## src/rtl/izh_pkg.sv

```systemverilog
package izh_pkg;

	typedef enum logic [1:0] {
		K_REC = 2'd0,
		K_ENC = 2'd1,
		K_DEC = 2'd2,
		K_CUR = 2'd3
	} kind_t;

	typedef struct packed {
		logic signed [31:0] bias;
		logic [30:0]        step;
		logic [30:0]        soc;
		logic [30:0]        stra;
		logic [16:0]        decay;
		logic [16:0]        rise;
		logic [30:0]        kick;
	} cfg_t;

	localparam logic [2:0] REG_BIAS  = 3'd0;
	localparam logic [2:0] REG_STEP  = 3'd1;
	localparam logic [2:0] REG_SOC   = 3'd2;
	localparam logic [2:0] REG_STRA  = 3'd3;
	localparam logic [2:0] REG_DECAY = 3'd4;
	localparam logic [2:0] REG_RISE  = 3'd5;
	localparam logic [2:0] REG_KICK  = 3'd6;

	localparam int QUEUE_DEPTH = 4;
	localparam int MAX_EMIT = 4;

	// membrane constants in q16.16
	localparam logic signed [63:0] V_REST_NEG = 64'sd3932160;
	localparam logic signed [63:0] V_THR_NEG  = 64'sd1258291;
	localparam logic signed [31:0] V_PEAK     = 32'sd1966080;
	localparam logic signed [31:0] V_RESET    = -32'sd4259840;
	localparam logic signed [63:0] U_JUMP     = 64'sd13107200;
	localparam logic signed [31:0] U_INIT     = 32'sd1966080;

	function automatic logic signed [31:0] sat32(input logic signed [63:0] x);
		logic signed [31:0] r;
		if (x > 64'sd2147483647) begin
			r = 32'sh7fffffff;
		end else if (x < -64'sd2147483648) begin
			r = 32'sh80000000;
		end else begin
			r = x[31:0];
		end
		return r;
	endfunction

endpackage

```

## src/rtl/izh_if.sv

```systemverilog
interface izh_req_if;
	logic               valid;
	logic               ready;
	logic [1:0]         req_type;
	logic [5:0]         row_index;
	logic [5:0]         col_index;
	logic signed [31:0] data_value;
	logic               tick_last;

	modport source(output valid, req_type, row_index, col_index, data_value, tick_last,
		input ready);
	modport sink(input valid, req_type, row_index, col_index, data_value, tick_last,
		output ready);
endinterface


```

## src/rtl/izh_front.sv

```systemverilog
module izh_front #(
	parameter int NEURONS = 64,
	parameter int OUTPUTS = 4,
	localparam int REC_D = NEURONS * NEURONS,
	localparam int ENC_D = NEURONS * OUTPUTS,
	localparam int QA_W = $clog2(REC_D > ENC_D ? REC_D : ENC_D),
	localparam int QW = 4 + QA_W + 32
) (
	input  logic          clk,
	input  logic          arst_n,
	izh_req_if.sink       req,
	output logic          push_valid,
	input  logic          push_ready,
	output logic [QW-1:0] push_data
);
	import izh_pkg::*;

	kind_t           kind;
	logic            store;
	logic            last;
	logic [QA_W-1:0] addr;
	logic [31:0]     row_w;
	logic [31:0]     col_w;
	logic            v_s1;
	logic [QW-1:0]   data_s1;

	assign row_w = 32'(req.row_index);
	assign col_w = 32'(req.col_index);

	// classify the item and flatten its memory address
	always_comb begin
		kind = kind_t'(req.req_type);
		store = 1'b0;
		last = 1'b0;
		addr = '0;
		case (kind)
			K_REC: begin
				store = (row_w < 32'(NEURONS)) && (col_w < 32'(NEURONS));
				addr = QA_W'(row_w * 32'(NEURONS) + col_w);
			end
			K_ENC: begin
				store = (row_w < 32'(NEURONS)) && (col_w < 32'(OUTPUTS));
				addr = QA_W'(row_w * 32'(OUTPUTS) + col_w);
			end
			K_DEC: begin
				store = (row_w < 32'(OUTPUTS)) && (col_w < 32'(NEURONS));
				addr = QA_W'(row_w * 32'(NEURONS) + col_w);
			end
			default: begin
				store = row_w < 32'(NEURONS);
				last = req.tick_last;
				addr = QA_W'(row_w);
			end
		endcase
	end

	assign req.ready = !v_s1 || push_ready;
	assign push_valid = v_s1;
	assign push_data = data_s1;

	always_ff @(posedge clk or negedge arst_n) begin
		if (!arst_n) begin
			v_s1 <= 1'b0;
		end else if (req.valid && req.ready) begin
			v_s1 <= 1'b1;
		end else if (push_ready) begin
			v_s1 <= 1'b0;
		end
	end

	always_ff @(posedge clk) begin
		if (req.valid && req.ready) begin
			data_s1 <= {kind, store, last, addr, req.data_value};
		end
	end

endmodule

```

## src/flat_wrapper.sv

```systemverilog
// flat-port wrapper written by rule: the top's interface ports become plain ports
module izh_front_flat import izh_pkg::*;
#(
	parameter int NEURONS = 64,
	parameter int OUTPUTS = 4,
	localparam int REC_D = NEURONS * NEURONS,
	localparam int ENC_D = NEURONS * OUTPUTS,
	localparam int QA_W = $clog2(REC_D > ENC_D ? REC_D : ENC_D),
	localparam int QW = 4 + QA_W + 32
)
  (clk, arst_n, push_valid, push_ready, push_data, req_valid, req_req_type, req_row_index, req_col_index, req_data_value, req_tick_last, req_ready);
  izh_req_if req_i ();
  input  logic clk;
  input  logic arst_n;
  output logic push_valid;
  input  logic push_ready;
  output logic [QW-1:0] push_data;
  input wire logic [$bits(req_i.valid)-1:0] req_valid;
  input wire logic [$bits(req_i.req_type)-1:0] req_req_type;
  input wire logic [$bits(req_i.row_index)-1:0] req_row_index;
  input wire logic [$bits(req_i.col_index)-1:0] req_col_index;
  input wire logic [$bits(req_i.data_value)-1:0] req_data_value;
  input wire logic [$bits(req_i.tick_last)-1:0] req_tick_last;
  output wire logic [$bits(req_i.ready)-1:0] req_ready;
  assign req_i.valid = req_valid;
  assign req_i.req_type = req_req_type;
  assign req_i.row_index = req_row_index;
  assign req_i.col_index = req_col_index;
  assign req_i.data_value = req_data_value;
  assign req_i.tick_last = req_tick_last;
  assign req_ready = req_i.ready;
  izh_front #(.NEURONS(NEURONS), .OUTPUTS(OUTPUTS)) u_core (.clk(clk), .arst_n(arst_n), .req(req_i), .push_valid(push_valid), .push_ready(push_ready), .push_data(push_data));
endmodule
```

## config.mk

```make
export PLATFORM = sky130hd
export DESIGN_NAME = izh_front_flat
export DESIGN_NICKNAME = d
export VERILOG_FILES = /design/src/rtl/izh_pkg.sv /design/src/rtl/izh_if.sv /design/src/rtl/izh_front.sv /design/src/flat_wrapper.sv
export SDC_FILE = /design/constraint.sdc
export NUM_CORES = 1
export LEC_CHECK = 0
export BUFFER_PORTS_ARGS = -buffer_cell sky130_fd_sc_hd__buf_4
export CORE_MARGIN = 3
export CORE_UTILIZATION = 44
export CTS_CLUSTER_DIAMETER = 100
export DETAILED_ROUTE_END_ITERATION = 12
export GPL_TIMING_DRIVEN = 0
export MAX_ROUTING_LAYER = met4
export PLACE_DENSITY_LB_ADDON = 0.15
export SLEW_MARGIN = 20
export SYNTH_ARGS = -nofsm -noshare
export SYNTH_HDL_FRONTEND = slang
export SYNTH_SLANG_ARGS = --single-unit
```

## constraint.sdc

```tcl
create_clock -name clk -period 2.7 [get_ports clk]
set_input_delay 0.405 -clock clk [delete_from_list [all_inputs] [get_ports clk]]
set_output_delay 0.405 -clock clk [all_outputs]
set_load 0.01 [all_outputs]
```

==> results.sh, run 1 <==
export IMPL_synth_area_leaders="edfxtp_1, ha_1, and2_1"
export IMPL_register_area_sq_um=1470
export IMPL_multi_input_area_sq_um=453
export IMPL_gr_total_overflow=0
export IMPL_grt_pass1_vias=1454
export IMPL_post_cts_resize_count=0
export IMPL_p_switching_mw=0.343
export IMPL_clockRootBuffer="clkbuf_8"
export IMPL_portBuffers=99
export IMPL_antenna_cells=0
export IMPL_pwr_share_comb=0.150
export IMPL_nets=288
export IMPL_grt_total_usage=0.183
export IMPL_critPathMaxStageDelay_ns=0.38
export IMPL_power_density_nw_per_um2=565
export IMPL_synth_top_family_by_area="simple AND/OR/NAND/NOR gates"
export IMPL_fp_dieH_um=72.6
export IMPL_fin_crit_sh=0.638
export IMPL_clockPowerShare=0.298
export IMPL_worst_pin_slew_ns=0.498
export IMPL_hold_class="input pin to flop"
export IMPL_antenna_left=0
export IMPL_cts_num_sinks=49
export IMPL_rsz0062_at_grt="false"
export IMPL_chipWidth_um=72.6
export IMPL_yosys_area_top_type="edfxtp_1"
export IMPL_dr_pass1_iters=4
export IMPL_nFillCells=298
export IMPL_io_pins=101
export IMPL_crit_type="input pin to flop"
export IMPL_dieArea_sq_um=5280
export IMPL_hold_path_depth=1
export IMPL_antenna_found_initial=0
export IMPL_coreArea_sq_um=4140
export IMPL_max_cap_viol_count=0
export IMPL_final_hold_viol_count=0
export IMPL_htree_levels=2
export IMPL_cp_slowest_cell="fa_1"
export IMPL_power_leakage_nw=1.24
export IMPL_cts_buffers=5
export IMPL_layout_drive_gt1_share=0.487
export IMPL_start_util=0.472
export IMPL_cts_tree="done"
export IMPL_gp_congestion=0.959
export IMPL_crit_path_end_kind="flop"
export IMPL_via_per_inst=5.10
export IMPL_timing_critical_path_buf_inv=2
export IMPL_finalWorstSetupSlack_ns=0.979
export IMPL_p_seq_frac=0.551
export IMPL_synth_enable_flop_cells=48
export IMPL_synth_common_cells="edfxtp_1, ha_1, inv_1, nand2_1, and2_1"
export IMPL_synth_most_common_cell="edfxtp_1"
export IMPL_maxSlewHeadroom=0.668
export IMPL_max_vdd_ir_drop_uv=272
export IMPL_clk_pin_slew_ns=0.08
export IMPL_synthAdderAreaFrac=0.0679
export IMPL_run_status="completed"
export IMPL_arrival_ns=1.85
export IMPL_clk_path_buf_depth=2
export IMPL_min_period_ns=1.72
export IMPL_synth_xor_area_frac=0
export IMPL_synth_compound_area_frac=0.0557
export IMPL_synthCells=119
export IMPL_tns_ns=0
export IMPL_path_depth=8
export IMPL_slew_violations=0
export IMPL_finalSetupViolCount=0
export IMPL_synth_top_cell_area_share=0.738
export IMPL_fin_skew_ns=0.00621
export IMPL_worstPathCellList="buf_4 -> ha_1 -> inv_1 -> fa_1 -> nor2b_1 -> o21ai_0 -> nor3b_1 -> o31ai_1"
export IMPL_syn_to_final_growth_pct=48.3
export IMPL_internal_power_mw=1.30
export IMPL_drc_errors=0
export IMPL_syn_num_nets=180
export IMPL_p_sw_frac=0.210
export IMPL_ys_types=30
export IMPL_cp_start_kind="input pin"
export IMPL_ys_flop_type="edfxtp_1"
export IMPL_cp_required_ns=2.83
export IMPL_avgSynthCellArea_sq_um=16.4
export IMPL_drtIter0Drc=112
export IMPL_vias=1417
export IMPL_synth_area_mux_share=0
export IMPL_grt_pass1_wl_um=7030
export IMPL_clock_fmax_mhz=581
export IMPL_r2r_cells=3
export IMPL_wl_um=4590
export IMPL_async_flop_share=0.0204
export IMPL_wl_per_cell_um=16.5
export IMPL_rows=23
export IMPL_dp_slack_ns=0.707
export IMPL_hpwl_um=3710
export IMPL_ys_seq_elements=49
export IMPL_synthesis_area_sq_um=1950
export IMPL_synth_warnings=0
export IMPL_critical_path_top_delay_family="adder cells"
export IMPL_worstPathMaxFanout=3
export IMPL_synth_simple_area_share=0.108
export IMPL_clk_latency_ns=0.29
export IMPL_ys_seq_area_frac=0.750
export IMPL_grt_max_degree=29
-- cells by family after synthesis --
| group | after synthesis |
|---|---|
| fa+ha+maj | 10 |
| simple gates | 37 |
| compound gates | 14 |
| flops | 49 |
| buf+inv | 9 |
-- routing by layer --
metal | wire (um) | global-route usage | share of wire
met1 | 1660 | 0.191 | 0.36
met2 | 2430 | 0.333 | 0.53
met3 | 388 | 0.0468 | 0.085
met4 | 120 | 0.0635 | 0.026
met5 | 0 | - | 0
-- power groups by stage --
stage | Sequential [mW] | Combinational [mW] | Clock, mW
final | 0.903 | 0.247 | 0.489
after global routing | 0.907 | 0.269 | 0.530
after CTS | 0.904 | 0.249 | 0.500
after detailed placement | 0.921 | 0.248 | 0
after global placement | 0.921 | 0.234 | 0
after floorplan | 0.945 | 0.0700 | 0
-- through the flow --
step	power, mW	cells	cell area, sq um	hold WS, ns	util
after floorplan	1.02	119	1950	0.109	-
after global placement	1.15	268	2760	0.181	0.666
after global routing	1.71	278	2900	0.263	0.699
after CTS	1.65	278	2900	0.273	0.699
final	1.64	278	2900	0.283	0.699
after detailed placement	1.17	269	2780	0.184	0.671
-- worst reg2reg max path, stage by stage (launching register included) --
cell	delay, ns
dfrtp_1	0.38
nand2b_1	0.11
and2_2	0.48
buf_12	0.26
-- placed cells by master, fill, tap and decap left out, types with 4 or more instances in the layout --
cell type,count
clkbuf_8,5
nor2_1,4
buf_4,99
inv_1,7
and2_1,4
ha_1,9
nor3b_1,4
edfxtp_1,48
nand2_1,7
-- registers in the layout, indices dropped and copies added (netlist names) --
| signal | flops |
|---|---|
| u_core.push_valid | 1 |
| u_core.push_data | 48 |
-- worst paths after layout --
kind                                         start              endpoint  slack (ns)
worst min-delay path            req_data_value[28]  u_core.push_data[28]        0.28
max in group asynchronous                   arst_n     u_core.push_valid        2.19
worst max-delay path              req_row_index[0]  u_core.push_data[38]        0.98
worst min register to register   u_core.push_valid     u_core.push_valid        0.53
min in group asynchronous                   arst_n     u_core.push_valid        0.43
worst max register to register   u_core.push_valid  u_core.push_data[15]        1.18
-- layout make-up --
class / count / area share
Clock inverter: 2 / 0.0117
Inverter: 7 / 0.00907
Tap cell: 50 / 0.0216
Clock buffer: 6 / 0.0250
Timing Repair Buffer: 101 / 0.267
Buffer: 2 / 0.00345
Multi-Input combinational cell: 61 / 0.156
Sequential cell: 49 / 0.506
-- repair_timing --
item	4_1_cts	5_1_grt
hold buffers	1	0
endpoints found under the hold margin	1	0
buffers inserted	0	0
(Power assumes the default switching activity.)
==> inputs of run 2 (changes only) <==
clock period = 1.6 ns   (was 2.7 ns; I/O delays follow)
==> results.sh, run 2 (synthesized netlist as in run 1, its figures left out) <==
export IMPL_run_status="completed"
export IMPL_crit_path_end_kind="flop"
export IMPL_cts_buffers=5
export IMPL_arrival_ns=1.56
export IMPL_nFillCells=304
export IMPL_clk_latency_ns=0.29
export IMPL_timing_rr_end="u_core.push_data[29]"
export IMPL_wl_um=4560
export IMPL_clockRootBuffer="clkbuf_8"
export IMPL_hpwl_um=3640
export IMPL_vias=1404
export IMPL_r2r_start="u_core.push_valid"
export IMPL_multi_input_area_sq_um=459
export IMPL_rsz0062_at_grt="false"
export IMPL_worstPathMaxFanout=3
export IMPL_nets=287
export IMPL_wl_per_cell_um=16.5
export IMPL_power_leakage_nw=1.24
export IMPL_grt_total_usage=0.185
export IMPL_slew_violations=0
export IMPL_fin_skew_ns=0.00814
export IMPL_hold_class="input pin to flop"
export IMPL_finalSetupViolCount=0
export IMPL_final_hold_viol_count=0
export IMPL_max_vdd_ir_drop_uv=440
export IMPL_dp_slack_ns=-0.291
export IMPL_antenna_cells=0
export IMPL_hold_ws_ns=0.121
export IMPL_tns_ns=0
export IMPL_antenna_found_initial=0
export IMPL_final_cell_mix="buf_4, edfxtp_1, ha_1, inv_1, nand2_1"
export IMPL_crit_type="input pin to flop"
export IMPL_portBuffers=99
export IMPL_cts_setup_buffers=0
export IMPL_cp_required_ns=1.71
export IMPL_totalPowerFinal_mw=2.76
export IMPL_dieArea_sq_um=5280
export IMPL_grt_pass1_vias=1368
export IMPL_coreArea_sq_um=4140
export IMPL_gr_total_overflow=0
export IMPL_fp_dieH_um=72.6
export IMPL_finalWorstSetupSlack_ns=0.141
export IMPL_worst_pin_slew_ns=0.599
export IMPL_antenna_left=0
export IMPL_rrSetupSlack_ns=0.18
export IMPL_clock_fmax_mhz=686
export IMPL_gp_congestion=0.819
export IMPL_cp_start_kind="input pin"
export IMPL_layout_drive_gt1_share=0.500
export IMPL_maxSlewHeadroom=0.601
export IMPL_critPathMaxStageDelay_ns=0.36
export IMPL_cts_tree="done"
export IMPL_crit_end="u_core.push_data[38]"
export IMPL_via_per_inst=5.09
export IMPL_dr_pass1_iters=4
export IMPL_grt_pass1_wl_um=7070
export IMPL_worstPathCellList="buf_4 -> ha_1 -> inv_1 -> fa_2 -> nor2b_2 -> o21ai_1 -> nor3b_1 -> o31ai_1"
export IMPL_min_period_ns=1.46
export IMPL_register_area_sq_um=1470
export IMPL_power_density_nw_per_um2=959
export IMPL_drtIter0Drc=81
export IMPL_crit_path_start="req_col_index[2]"
export IMPL_htree_levels=2
export IMPL_drc_errors=0
export IMPL_clk_pin_slew_ns=0.09
export IMPL_cts_num_sinks=49
export IMPL_max_cap_viol_count=0
export IMPL_syn_to_final_growth_pct=47.4
export IMPL_final_core_util=0.695
export IMPL_cp_slowest_cell="fa_2"
export IMPL_fin_crit_sh=0.912
export IMPL_clk_path_buf_depth=2
export IMPL_grt_max_degree=49
export IMPL_io_pins=101
export IMPL_start_util=0.472
export IMPL_layout_commonest_cell="buf_4"
export IMPL_chipWidth_um=72.6
export IMPL_largest_reg_flops=48
export IMPL_r2r_cells=2
export IMPL_rows=23
run 2: cell types whose count changed in the layout (fill, tap and decap cells not counted), sizes merged:
cell,before,now
buf,102,101
clkbuf,6,5
run 2: metrics by stage:
stage	std cells	area (sq um)
2_1_floorplan	119	1960
3_3_place_gp	268	2760
3_5_place_dp	268	2760
4_1_cts	276	2880
5_1_grt	276	2880
6_report	276	2880
run 2: worst max-delay path: cells and delay by family:
kind / cells / cell delay, ns
fa+ha+maj: 2 / 0.54
compound gates: 2 / 0.32
simple gates: 2 / 0.30
buf+inv: 2 / 0.16
run 2: report_power, final:
group | leakage [nW] | total [mW] | internal (mW) | switching (mW)
Combinational | 0.712 | 0.413 | 0.218 | 0.195
Sequential | 0.472 | 1.52 | 1.50 | 0.0206
Clock | 0.0540 | 0.827 | 0.454 | 0.372
Total | 1.24 | 2.76 | 2.18 | 0.588
run 2: cell type report:
cell class,instances,share of cell area
clock buffer,5,0.0239
buffer,2,0.00347
inverter,7,0.00912
sequential,49,0.509
clock inverter,2,0.0122
tap,50,0.0217
timing repair buffer,100,0.261
multi-input combinational,61,0.159
run 2: how the worst min path moves through the flow:
stage / from / endpoint / slack [ns] / depth (start not counted)
6_report: req_data_value[15] / u_core.push_data[15] / 0.12 / 1
5_1_grt: req_data_value[0] / u_core.push_data[0] / 0.1 / 1
4_1_cts: req_data_value[15] / u_core.push_data[15] / 0.11 / 1
3_5_place_dp: arst_n / u_core.push_valid / 0.02 / 1
3_3_place_gp: arst_n / u_core.push_valid / 0.02 / 1
2_1_floorplan: arst_n / u_core.push_valid / -0.06 / 0
run 2: routing by layer:
layer | vias up | routed length (um) | track usage
met1 | 668 | 1610 | 0.211
met5 | - | 0 | -
met3 | 2 | 393 | 0.0468
li1 | 662 | - | -
met2 | 72 | 2530 | 0.320
met4 | 0 | 30 | 0.0574
run 2: timing repair:
action / CTS / global route
endpoints found under the setup margin: 0 / 1
hold endpoints to repair: 1 / 0
hold buffers: 1 / 0
resized for setup: 0 / 3
