File: src/rtl/izh_queue.sv
module izh_queue #(
	parameter int WIDTH = 8,
	parameter int DEPTH = 4,
	localparam int PW = $clog2(DEPTH),
	localparam int CW = $clog2(DEPTH + 1)
) (
	input  logic             clk,
	input  logic             arst_n,
	input  logic             push_valid,
	output logic             push_ready,
	input  logic [WIDTH-1:0] push_data,
	output logic             pop_valid,
	input  logic             pop_ready,
	output logic [WIDTH-1:0] pop_data
);
	logic [WIDTH-1:0] slot_q [DEPTH];
	logic [PW-1:0]    wr_q;
	logic [PW-1:0]    rd_q;
	logic [CW-1:0]    cnt_q;
	logic             do_push;
	logic             do_pop;

	assign push_ready = cnt_q != CW'(DEPTH);
	assign pop_valid = cnt_q != '0;
	assign pop_data = slot_q[rd_q];
	assign do_push = push_valid && push_ready;
	assign do_pop = pop_valid && pop_ready;

	always_ff @(posedge clk or negedge arst_n) begin
		if (!arst_n) begin
			wr_q <= '0;
			rd_q <= '0;
			cnt_q <= '0;
		end else begin
			if (do_push) begin
				wr_q <= (wr_q == PW'(DEPTH - 1)) ? '0 : wr_q + 1'b1;
			end
			if (do_pop) begin
				rd_q <= (rd_q == PW'(DEPTH - 1)) ? '0 : rd_q + 1'b1;
			end
			if (do_push && !do_pop) begin
				cnt_q <= cnt_q + 1'b1;
			end else if (do_pop && !do_push) begin
				cnt_q <= cnt_q - 1'b1;
			end
		end
	end

	always_ff @(posedge clk) begin
		if (do_push) begin
			slot_q[wr_q] <= push_data;
		end
	end

endmodule

File: config.mk
export PLATFORM = sky130hd
export DESIGN_NAME = izh_queue
export DESIGN_NICKNAME = d
export VERILOG_FILES = /design/src/rtl/izh_queue.sv
export SDC_FILE = /design/constraint.sdc
export NUM_CORES = 1
export LEC_CHECK = 0
export BUFFER_PORTS_ARGS = -buffer_cell sky130_fd_sc_hd__buf_2
export CORE_UTILIZATION = 40
export CTS_BUF_LIST = sky130_fd_sc_hd__clkbuf_4 sky130_fd_sc_hd__clkbuf_8
export DETAILED_ROUTE_END_ITERATION = 10
export PLACE_DENSITY = 0.7
export SYNTH_ARGS = -nofsm -noshare
export SYNTH_HDL_FRONTEND = slang
export SYNTH_SLANG_ARGS = --single-unit
File: constraint.sdc
create_clock -name clk -period 2.4 [get_ports clk]
set_clock_uncertainty 0.1 [all_clocks]
set_input_delay 0.36 -clock clk [delete_from_list [all_inputs] [get_ports clk]]
set_output_delay 0.36 -clock clk [all_outputs]
set_load 0.03 [all_outputs]
==> results of run 1 <==
## timing repair
item / in CTS / in global routing
endpoints found under the setup margin: 0 / 0
hold buffers: 1 / 0
endpoints found under the hold margin: 7 / 0
setup buffers: 0 / 0
## critical path: stages, from the launching register on
cell     delay, ps
dfrtp_1        740
mux4_2         590
buf_2          190
## cells in the final DEF (no fill, tap or decap), drive strengths merged, types with 2 or more instances in the layout
| master | instances |
|---|---|
| and2 | 4 |
| buf | 21 |
| clkbuf | 5 |
| clkinv | 2 |
| dfrtp | 7 |
| edfxtp | 32 |
| ha | 6 |
| inv | 3 |
| mux2 | 5 |
| mux4 | 8 |
| nand2 | 2 |
| nor2 | 4 |
| xor2 | 2 |
## registers in the layout, summed over array words and instances (netlist names)
| signal | cells |
|---|---|
| wr_q | 2 |
| slot_q | 32 |
| rd_q | 2 |
| cnt_q | 3 |
## final timing paths
kind,start,to,slack (ps),cells after the start
min in group asynchronous,arst_n,cnt_q[0],340,2
min,push_data[4],slot_q[1][4],190,1
min reg2reg,cnt_q[2],cnt_q[2],460,1
max reg2reg,cnt_q[2],cnt_q[2],220,8
max in group asynchronous,arst_n,rd_q[1],1700,2
max,rd_q[0],pop_data[6],140,2
## area by class of cell
cell class	count	area [um2]	share of cell area
clock inverter	2	8.758	0.004752
clock buffer	5	68.82	0.03734
multi-input combinational	35	442.9	0.2403
timing repair buffer	22	115.1	0.06246
inverter	3	11.26	0.006110
tap	48	60.06	0.03259
sequential	39	1136	0.6164
## power by group through the flow
stage               logic (mW)  registers (mW)  clock network [mW]
detailed placement       0.873            1.10                   0
global route             0.934            1.10               0.428
finish                   0.859            1.08               0.396
global placement         0.828            1.08                   0
floorplan                0.733           0.995                   0
CTS                      0.875            1.08               0.407
## per-layer routing
layer  vias up  routed length (um)  track usage
li1        352                   -            -
met1       379                 905       0.1238
met2        16                1342       0.2474
met3         5                 102      0.04688
met4         0                  45      0.05707
met5         -                   0            0
## through the flow
stage | instances | util | instance area [um2]
after CTS | 154 | 0.4923 | 1843
final | 154 | 0.4923 | 1843
after global routing | 154 | 0.4923 | 1843
after floorplan | 79 | - | 1599
after global placement | 146 | 0.4689 | 1755
after detailed placement | 146 | 0.4689 | 1755
## kinds of logic after synthesis
| group | share of synthesized area |
|---|---|
| flops | 0.7105 |
| mux | 0.1526 |
| simple gates | 0.04146 |
| fa+ha+maj | 0.05947 |
| buf+inv | 0.01251 |
| xor+xnor | 0.01643 |
| compound gates | 0.007042 |
==> run_results.csv, run 1 <==
group,metric,value,unit
yosys,synth_top_area_cell,"edfxtp_1",
yosys,yosys_warnings,0,
worst_setup_path,required,1940,ps
cts,cts-root-buf,"clkbuf_8",
worst_setup_path,path_class,"reg -> out",
cts,clk_latency,280,ps
worst_setup_path,start_kind,"register",
timing,tns,0,ps
pwr,finalPower,2.331,mW
drt,postRouteAntennaNets,0,
drt,drt-wirelength-per-cell,15.55,um
cts,clkTransAtPathRegs,70,ps
die,row_count,22,
yosys,yosysUniqueCellTypes,18,
yosys,synthMostInstantiatedCell,"edfxtp_1",
layout,fillers,327,
drt,drc,0,
placement,gp_congestion,0.7451,
yosys,synthTopCellsByArea,"edfxtp_1, mux4_2, dfrtp_1",
placement,hpwlAfterDp,1673,um
cts,clock_sinks,39,
yosys,ys_async_sr_fraction,0.1795,
pwr,p_switching,0.8326,mW
yosys,synth_area,1599,um2
timing,maxSlewHeadroom,0.5906,
layout,drive_gt1_frac,0.4057,
yosys,syn-num-nets,98,
layout,nets,125,
layout,antenna_cells,0,
cts,htreeDepth,2,
timing,worstMarginPinSlew,614.1,ps
pwr,vdd_drop_max,0.3635,mV
die,die_x,65.23,um
yosys,syn_area_per_cell,20.24,um2
drt,vias_per_cell,4.883,
pwr,p_seq_frac,0.461,
placement,portBuffers,21,
global_routing,grt_pass1_wl,3774,um
cts,numCtsBuffers,5,
global_routing,antenna_found_initial,0,
cts,cts_tree,"done",
pwr,leakagePower,0.6906,nW
pwr,p_per_area,1265,nW/um2
worst_setup_path,arrival,1800,ps
run_status,status,"complete, no violations",
timing,setup_viol,0,
worst_setup_path,path_max_fanout,11,
die,die_h,65.23,um
placement,place_ws,247.3,ps
global_routing,grt_pass1_vias,807,
pwr,internal_power,1.498,mW
timing,whs,190.3,ps
timing,hold_viol,0,
pwr,comb_power_share,0.369,
drt,drt_iter0_markers,31,
timing,report.final.slew_viol_count,0,
global_routing,grt.overflow.total,0,
yosys,yosys-top-cells-count,"edfxtp_1, mux4_2, dfrtp_1, ha_1",
flow_run,maxCapViolCount,0,
timing,finalCritPeriodShare,0.9428,
yosys,synth_ff_type,"edfxtp_1",
timing,setup_ws,137.3,ps
pwr,p_clk_frac,0.170,
worst_setup_path,worst_setup_path_end_kind,"output port",
die,dieArea,4254,um2
die,start_util,0.4271,
die,core_area,3744,um2
timing,fmaxAchievable,441.9,MHz
yosys,yosysTopAreaCellShare,0.6009,
cts,cts_resized,0,
yosys,synthCells,79,
timing,period_minus_slack,2263,ps
global_routing,grtUsageTotal,0.1307,
drt,vias,752,
drt,first_pass_iters,6,
yosys,synth-seq-cells,39,
cts,cts_buffer_depth,2,
drt,wirelength,2395,um
global_routing,grt_start_max_net_pins,12,
pwr,switching_share,0.3573,
layout,syn_to_final_growth,15.26,%
hold_path,hp-class,"in -> reg",
yosys,synth-edff-count,32,
die,ios,22,
timing,rsz0062_at_grt,"false",
yosys,ys_seq_area_frac,0.7105,
(Power assumes the default switching activity.)
==> run 2: changes to the inputs <==
- ABC_AREA: default -> 1
==> run 2 against run 1 <==
  * Via count increased by 43%
  * Global-route usage is 1.4 points higher
  * Non-clock buffer count is 5 higher
  * Critical path type unchanged
  * Critical endpoint is now pop_data[2]
  * Largest cell class unchanged
  * Highest routed layer unchanged
==> run_results.csv, run 2 <==
group,metric,value,unit
placement,portBuffers,21,
timing,report.final.slew_viol_count,0,
timing,rsz0062_at_grt,"false",
global_routing,grt_pass1_vias,1011,
timing,worstMarginPinSlew,404.3,ps
timing,fmaxAchievable,493.6,MHz
pwr,p_clk_frac,0.204,
layout,antenna_cells,0,
layout,utilization,0.4910,
pwr,p_switching,1.026,mW
worst_setup_path,reg2reg_from,"cnt_q[0]",
layout,drive_gt1_frac,0.2033,
pwr,p_seq_frac,0.391,
global_routing,antenna_found_initial,0,
cts,htreeDepth,2,
yosys,yosys-top-cells-count,"nand2_1, edfxtp_1, inv_1, o211ai_1, dfrtp_1",
layout,multi_input_area,449.2,um2
yosys,synth_top_family_by_area,"simple AND/OR/NAND/NOR gates",
timing,period_minus_slack,2026,ps
global_routing,grt_pass1_wl,4574,um
die,start_util,0.4263,
timing,maxSlewHeadroom,0.7305,
layout,top_register,"slot_q",
pwr,finalPower,2.579,mW
worst_setup_path,start_kind,"register",
pwr,internal_power,1.554,mW
pwr,leakagePower,0.8924,nW
drt,vias_per_cell,4.638,
worst_setup_path,cp_cell_sequence,"inv_1 -> o211ai_1 -> nand2_1 -> buf_2",
die,core_area,4115,um2
cts,hold_buffers,1,
pwr,vdd_drop_max,0.7179,mV
die,dieArea,4654,um2
drt,drc,0,
yosys,synth-edff-count,32,
cts,post_cts_buffers,0,
yosys,synth_compound_area_frac,0.07133,
drt,first_pass_iters,4,
global_routing,grtUsageTotal,0.1444,
layout,fillers,376,
run_status,status,"complete, no violations",
worst_setup_path,path_max_fanout,11,
yosys,yosys_warnings,0,
hold_path,hp-start,"push_data[3]",
yosys,yosysUniqueCellTypes,16,
cts,cts_resized,0,
cts,numCtsBuffers,5,
worst_setup_path,slowest_delay,590,ps
layout,reg.largest.list,"slot_q: 32 flops, cnt_q: 3 flops",
yosys,synth_fa_ha_area_frac,0.05421,
worst_setup_path,ff2ff_setup_slack,530,ps
yosys,yosysTopAreaCellShare,0.5478,
timing,finalCritPeriodShare,0.8441,
hold_path,worstHoldPathCells,1,
yosys,synthCells,152,
layout,syn_to_final_growth,15.19,%
cts,cts_buffer_depth,2,
worst_setup_path,arrival,1570,ps
pwr,comb_power_share,0.405,
layout,largest_reg_flops,32,
yosys,synth_area,1754,um2
die,die_h,68.22,um
hold_path,hold_end,"slot_q[1][3]",
yosys,synth_top_area_cell,"edfxtp_1",
layout,nets,200,
placement,hpwlAfterDp,1951,um
worst_setup_path,required,1940,ps
global_routing,grt_start_max_net_pins,36,
die,die_x,68.22,um
worst_setup_path,worstReg2RegEnd,"cnt_q[1]",
yosys,synth_xor_area_frac,0.004993,
yosys,syn-num-nets,171,
yosys,syn_area_per_cell,11.54,um2
yosys,synthTopCellsByArea,"edfxtp_1, dfrtp_1, nand2_1",
pwr,p_per_area,1276,nW/um2
die,ios,22,
flow_run,maxCapViolCount,0,
yosys,muxShareOfSynthArea,0,
timing,hold_viol,0,
cts,cts_tree,"done",
drt,wirelength,2900,um
worst_setup_path,path_class,"reg -> out",
layout,layout_commonest_cell,"nand2_1",
cts,clk_latency,290,ps
cts,clkTransAtPathRegs,80,ps
cts,cts-root-buf,"clkbuf_8",
drt,vias,1076,
layout,layout.cells.most_common_list,"nand2_1, edfxtp_1, inv_1, buf_2, o211ai_1",
worst_setup_path,rr_worst_depth,9,
cts,clock_sinks,39,
yosys,ys_async_sr_fraction,0.1795,
placement,gp_congestion,0.7647,
worst_setup_path,worst_setup_path_end_kind,"output port",
timing,tns,0,ps
yosys,synth-seq-cells,39,
yosys,yosys.area_share.simple,0.1255,
global_routing,grt.overflow.total,0,
yosys,synthMostInstantiatedCell,"nand2_1",
die,row_count,23,
drt,drt-wirelength-per-cell,12.50,um
yosys,ys_seq_area_frac,0.6476,
drt,postRouteAntennaNets,0,
pwr,switching_share,0.3976,
yosys,synth_ff_type,"edfxtp_1",
timing,setup_viol,0,
drt,drt_iter0_markers,46,
hold_path,hp-class,"in -> reg",
worst_setup_path,slowest_stage,"dfrtp_1",
layout,final-seq-area,1136,um2
==> run 2: how the worst max path moves through the flow <==
stage / from / to
floorplan: cnt_q[1] / cnt_q[2]
global placement: cnt_q[1] / cnt_q[1]
detailed placement: cnt_q[0] / cnt_q[1]
CTS: rd_q[1] / pop_data[0]
global route: rd_q[1] / pop_data[2]
finish: rd_q[1] / pop_data[2]
==> run 2: kinds of logic (layout without fill, tap and decap cells) <==
family,Yosys count,in the layout
simple gates,53,53
flops,39,39
buf+inv,35,65
compound gates,17,17
fa+ha+maj,7,7
xor+xnor,1,1
==> run 2: power by group through the flow <==
stage / Sequential, mW / Combinational (mW) / Clock (mW)
after detailed placement: 1.02 / 1.06 / 0
final: 1.01 / 1.05 / 0.525
after CTS: 1.01 / 1.07 / 0.531
after global placement: 1.02 / 1.05 / 0
after floorplan: 0.988 / 0.869 / 0
after global routing: 1.03 / 1.19 / 0.553
==> run 2: area by class of cell <==
type | instances | share of cell area
multi-input cells | 78 | 0.2223
flip-flops and latches | 39 | 0.5622
inverters | 30 | 0.05573
clock buffers | 5 | 0.03406
well taps | 50 | 0.03096
repair buffers | 27 | 0.07554
clock inverters | 3 | 0.01920
==> run 2: critical path: cells and delay by family, from the launching register on <==
kind                   cells  cell delay [ps]
AOI/OAI and AO/OA          1              150
buffers and inverters      2              440
DFF                        1              590
and+or+nand+nor            1               90
==> run 2: metrics by stage <==
step / worst slack, ps / hold slack [ps] / std cells / cell area (um2)
after global placement: 504.9 / 102.6 / 223 / 1903
after detailed placement: 514.0 / 105.1 / 223 / 1903
after floorplan: 376.6 / -35.59 / 152 / 1754
final: 374.2 / 179.0 / 232 / 2021
after CTS: 332.0 / 176.8 / 232 / 2021
after global routing: 257.8 / 174.6 / 232 / 2021
==> run 2: metal layers <==
layer | share of wire | GRT usage
met3 | 0.054 | 0.05000
met2 | 0.48 | 0.2426
met4 | 0.018 | 0.06250
met5 | 0 | 0
met1 | 0.45 | 0.1656
==> run 3: changes to the inputs <==
- clock period: 2.4 -> 2.05 ns (I/O delays scaled with it)
==> run 3 against run 2 <==
  * Utilization is 0.24 points lower
  * First-iteration DRC count shrank 35%
  * Largest power group unchanged
  * Worst setup slack worse by 220 ps
  * Count of clock-buffer cells in the layout unchanged
  * Routed wire length down 2.8%
  * Worst hold slack worse by 57 ps
  * Clock power fell by 4%
  * Combinational power increased by 22%
  * Sequential power is 14% higher
==> run_results.csv, run 3 (synthesis results as in run 2) <==
group,metric,value,unit
timing,period_minus_slack,1898,ps
hold_path,hp-start,"push_data[5]",
cts,cts_tree,"done",
timing,report.final.slew_viol_count,0,
global_routing,antenna_found_initial,0,
placement,place_ws,148.8,ps
layout,layout.cells.most_common_list,"nand2_1, edfxtp_1, inv_1, buf_2, o211ai_1",
drt,drt-wirelength-per-cell,12.10,um
global_routing,grt_pass1_wl,4409,um
placement,hpwlAfterDp,1858,um
timing,fmaxAchievable,526.8,MHz
cts,clkTransAtPathRegs,80,ps
timing,hold_viol,0,
die,start_util,0.4263,
pwr,switching_share,0.4156,
die,dieArea,4654,um2
worst_setup_path,required,2120,ps
drt,first_pass_iters,4,
placement,gp_congestion,0.7209,
pwr,comb_power_share,0.436,
drt,vias_per_cell,4.549,
pwr,leakagePower,0.8810,nW
flow_run,maxCapViolCount,0,
timing,maxSlewHeadroom,0.7835,
pwr,p_clk_frac,0.172,
layout,drive_gt1_frac,0.2186,
timing,setup_ws,151.8,ps
pwr,p_switching,1.220,mW
global_routing,grt_start_max_net_pins,36,
cts,htreeDepth,2,
hold_path,worstHoldPathCells,1,
worst_setup_path,start_kind,"register",
global_routing,grt.overflow.total,0,
worst_setup_path,arrival,1960,ps
die,core_area,4115,um2
drt,drt_iter0_markers,30,
cts,clk_latency,290,ps
worst_setup_path,path_max_fanout,7,
die,die_h,68.22,um
worst_setup_path,worstReg2RegEnd,"cnt_q[1]",
die,die_x,68.22,um
layout,reg.largest.list,"slot_q: 32 flops, cnt_q: 3 flops",
cts,cts_buffer_depth,2,
layout,fillers,366,
layout,nets,201,
hold_path,hp-class,"in -> reg",
pwr,p_seq_frac,0.392,
die,row_count,23,
global_routing,grt_pass1_vias,950,
layout,antenna_cells,0,
layout,largest_reg_flops,32,
placement,portBuffers,21,
pwr,vdd_drop_max,0.8701,mV
drt,postRouteAntennaNets,0,
worst_setup_path,ff2ff_setup_slack,150,ps
pwr,internal_power,1.715,mW
worst_setup_path,reg2reg_from,"cnt_q[1]",
timing,finalCritPeriodShare,0.9260,
layout,syn_to_final_growth,14.62,%
drt,vias,1060,
global_routing,grtUsageTotal,0.1431,
timing,setup_viol,0,
timing,worstMarginPinSlew,324.7,ps
run_status,status,"complete, no violations",
worst_setup_path,rr_worst_depth,9,
cts,clock_sinks,39,
worst_setup_path,worst_setup_path_end_kind,"register",
hold_path,hold_end,"slot_q[1][5]",
drt,drc,0,
layout,layout_commonest_cell,"nand2_1",
drt,wirelength,2819,um
worst_setup_path,path_class,"reg -> reg",
timing,rsz0062_at_grt,"true",
cts,post_cts_buffers,0,
pwr,finalPower,2.935,mW
cts,cts-root-buf,"clkbuf_8",
pwr,p_per_area,1460,nW/um2
die,ios,22,
layout,top_register,"slot_q",
cts,numCtsBuffers,5,
[run 3: cell types whose count changed in the layout (fill, tap and decap cells not counted), sizes merged]
cell,delta
buf,+1
bufinv,-1
clkinv,-1
clkinvlp,+2
[run 3: cell type report]
class,instances,area (um2),area share
flip-flops and latches,39,1137,0.5656
multi-input cells,78,449.2,0.2234
repair buffers,28,160.2,0.07965
inverters,30,112.6,0.05600
clock buffers,5,68.82,0.03423
well taps,50,62.56,0.03111
clock inverters,3,20.02,0.009956
[run 3: worst max path at each step]
stage	depth (start not counted)	slack, ps	to	startpoint
final	9	150	cnt_q[1]	cnt_q[1]
after detailed placement	9	150	cnt_q[1]	cnt_q[1]
after global routing	10	-4	cnt_q[2]	cnt_q[1]
after global placement	9	220	cnt_q[1]	cnt_q[1]
after CTS	9	120	cnt_q[1]	cnt_q[1]
after floorplan	10	30	cnt_q[2]	cnt_q[1]
[run 3: per-layer routing]
layer,track usage,vias to the layer above,part of all wire
li1,-,562,-
met1,0.1701,478,0.46
met2,0.2218,15,0.48
met3,0.05000,5,0.038
met4,0.08594,0,0.021
met5,0,-,0
[run 3: metrics by stage]
step	utilization	cells	setup TNS, ps	cell area (um2)	hold WS, ps
6_report	0.4886	233	0	2011	121.8
5_1_grt	0.4886	233	-3.990	2011	109.8
4_1_cts	0.4883	233	0	2009	113.3
3_5_place_dp	0.4643	224	0	1911	48.12
3_3_place_gp	0.4643	224	0	1911	49.68
2_1_floorplan	-	152	0	1754	-88.09
[run 3: power groups by stage]
stage               logic, mW  clock network [mW]  registers, mW
floorplan                1.02                   0           1.16
global placement         1.27                   0           1.16
detailed placement       1.29                   0           1.17
CTS                      1.30               0.518           1.15
global route             1.45               0.541           1.17
finish                   1.28               0.505           1.15
[run 3: what timing repair did]
action                     in CTS  in global routing
setup endpoints to repair       0                  1
hold endpoints to repair        7                  0
hold buffers                    1                  0
resized for setup               0                  1
[run 3: worst max-delay path: stages, from the launching register on]
cell and delay [ps]:
dfrtp_1 400, inv_1 100, nand3_2 130, nand2_2 140, inv_1 60, ha_1 200
inv_1 80, fa_1 410, nand2_1 70, o21ai_0 80
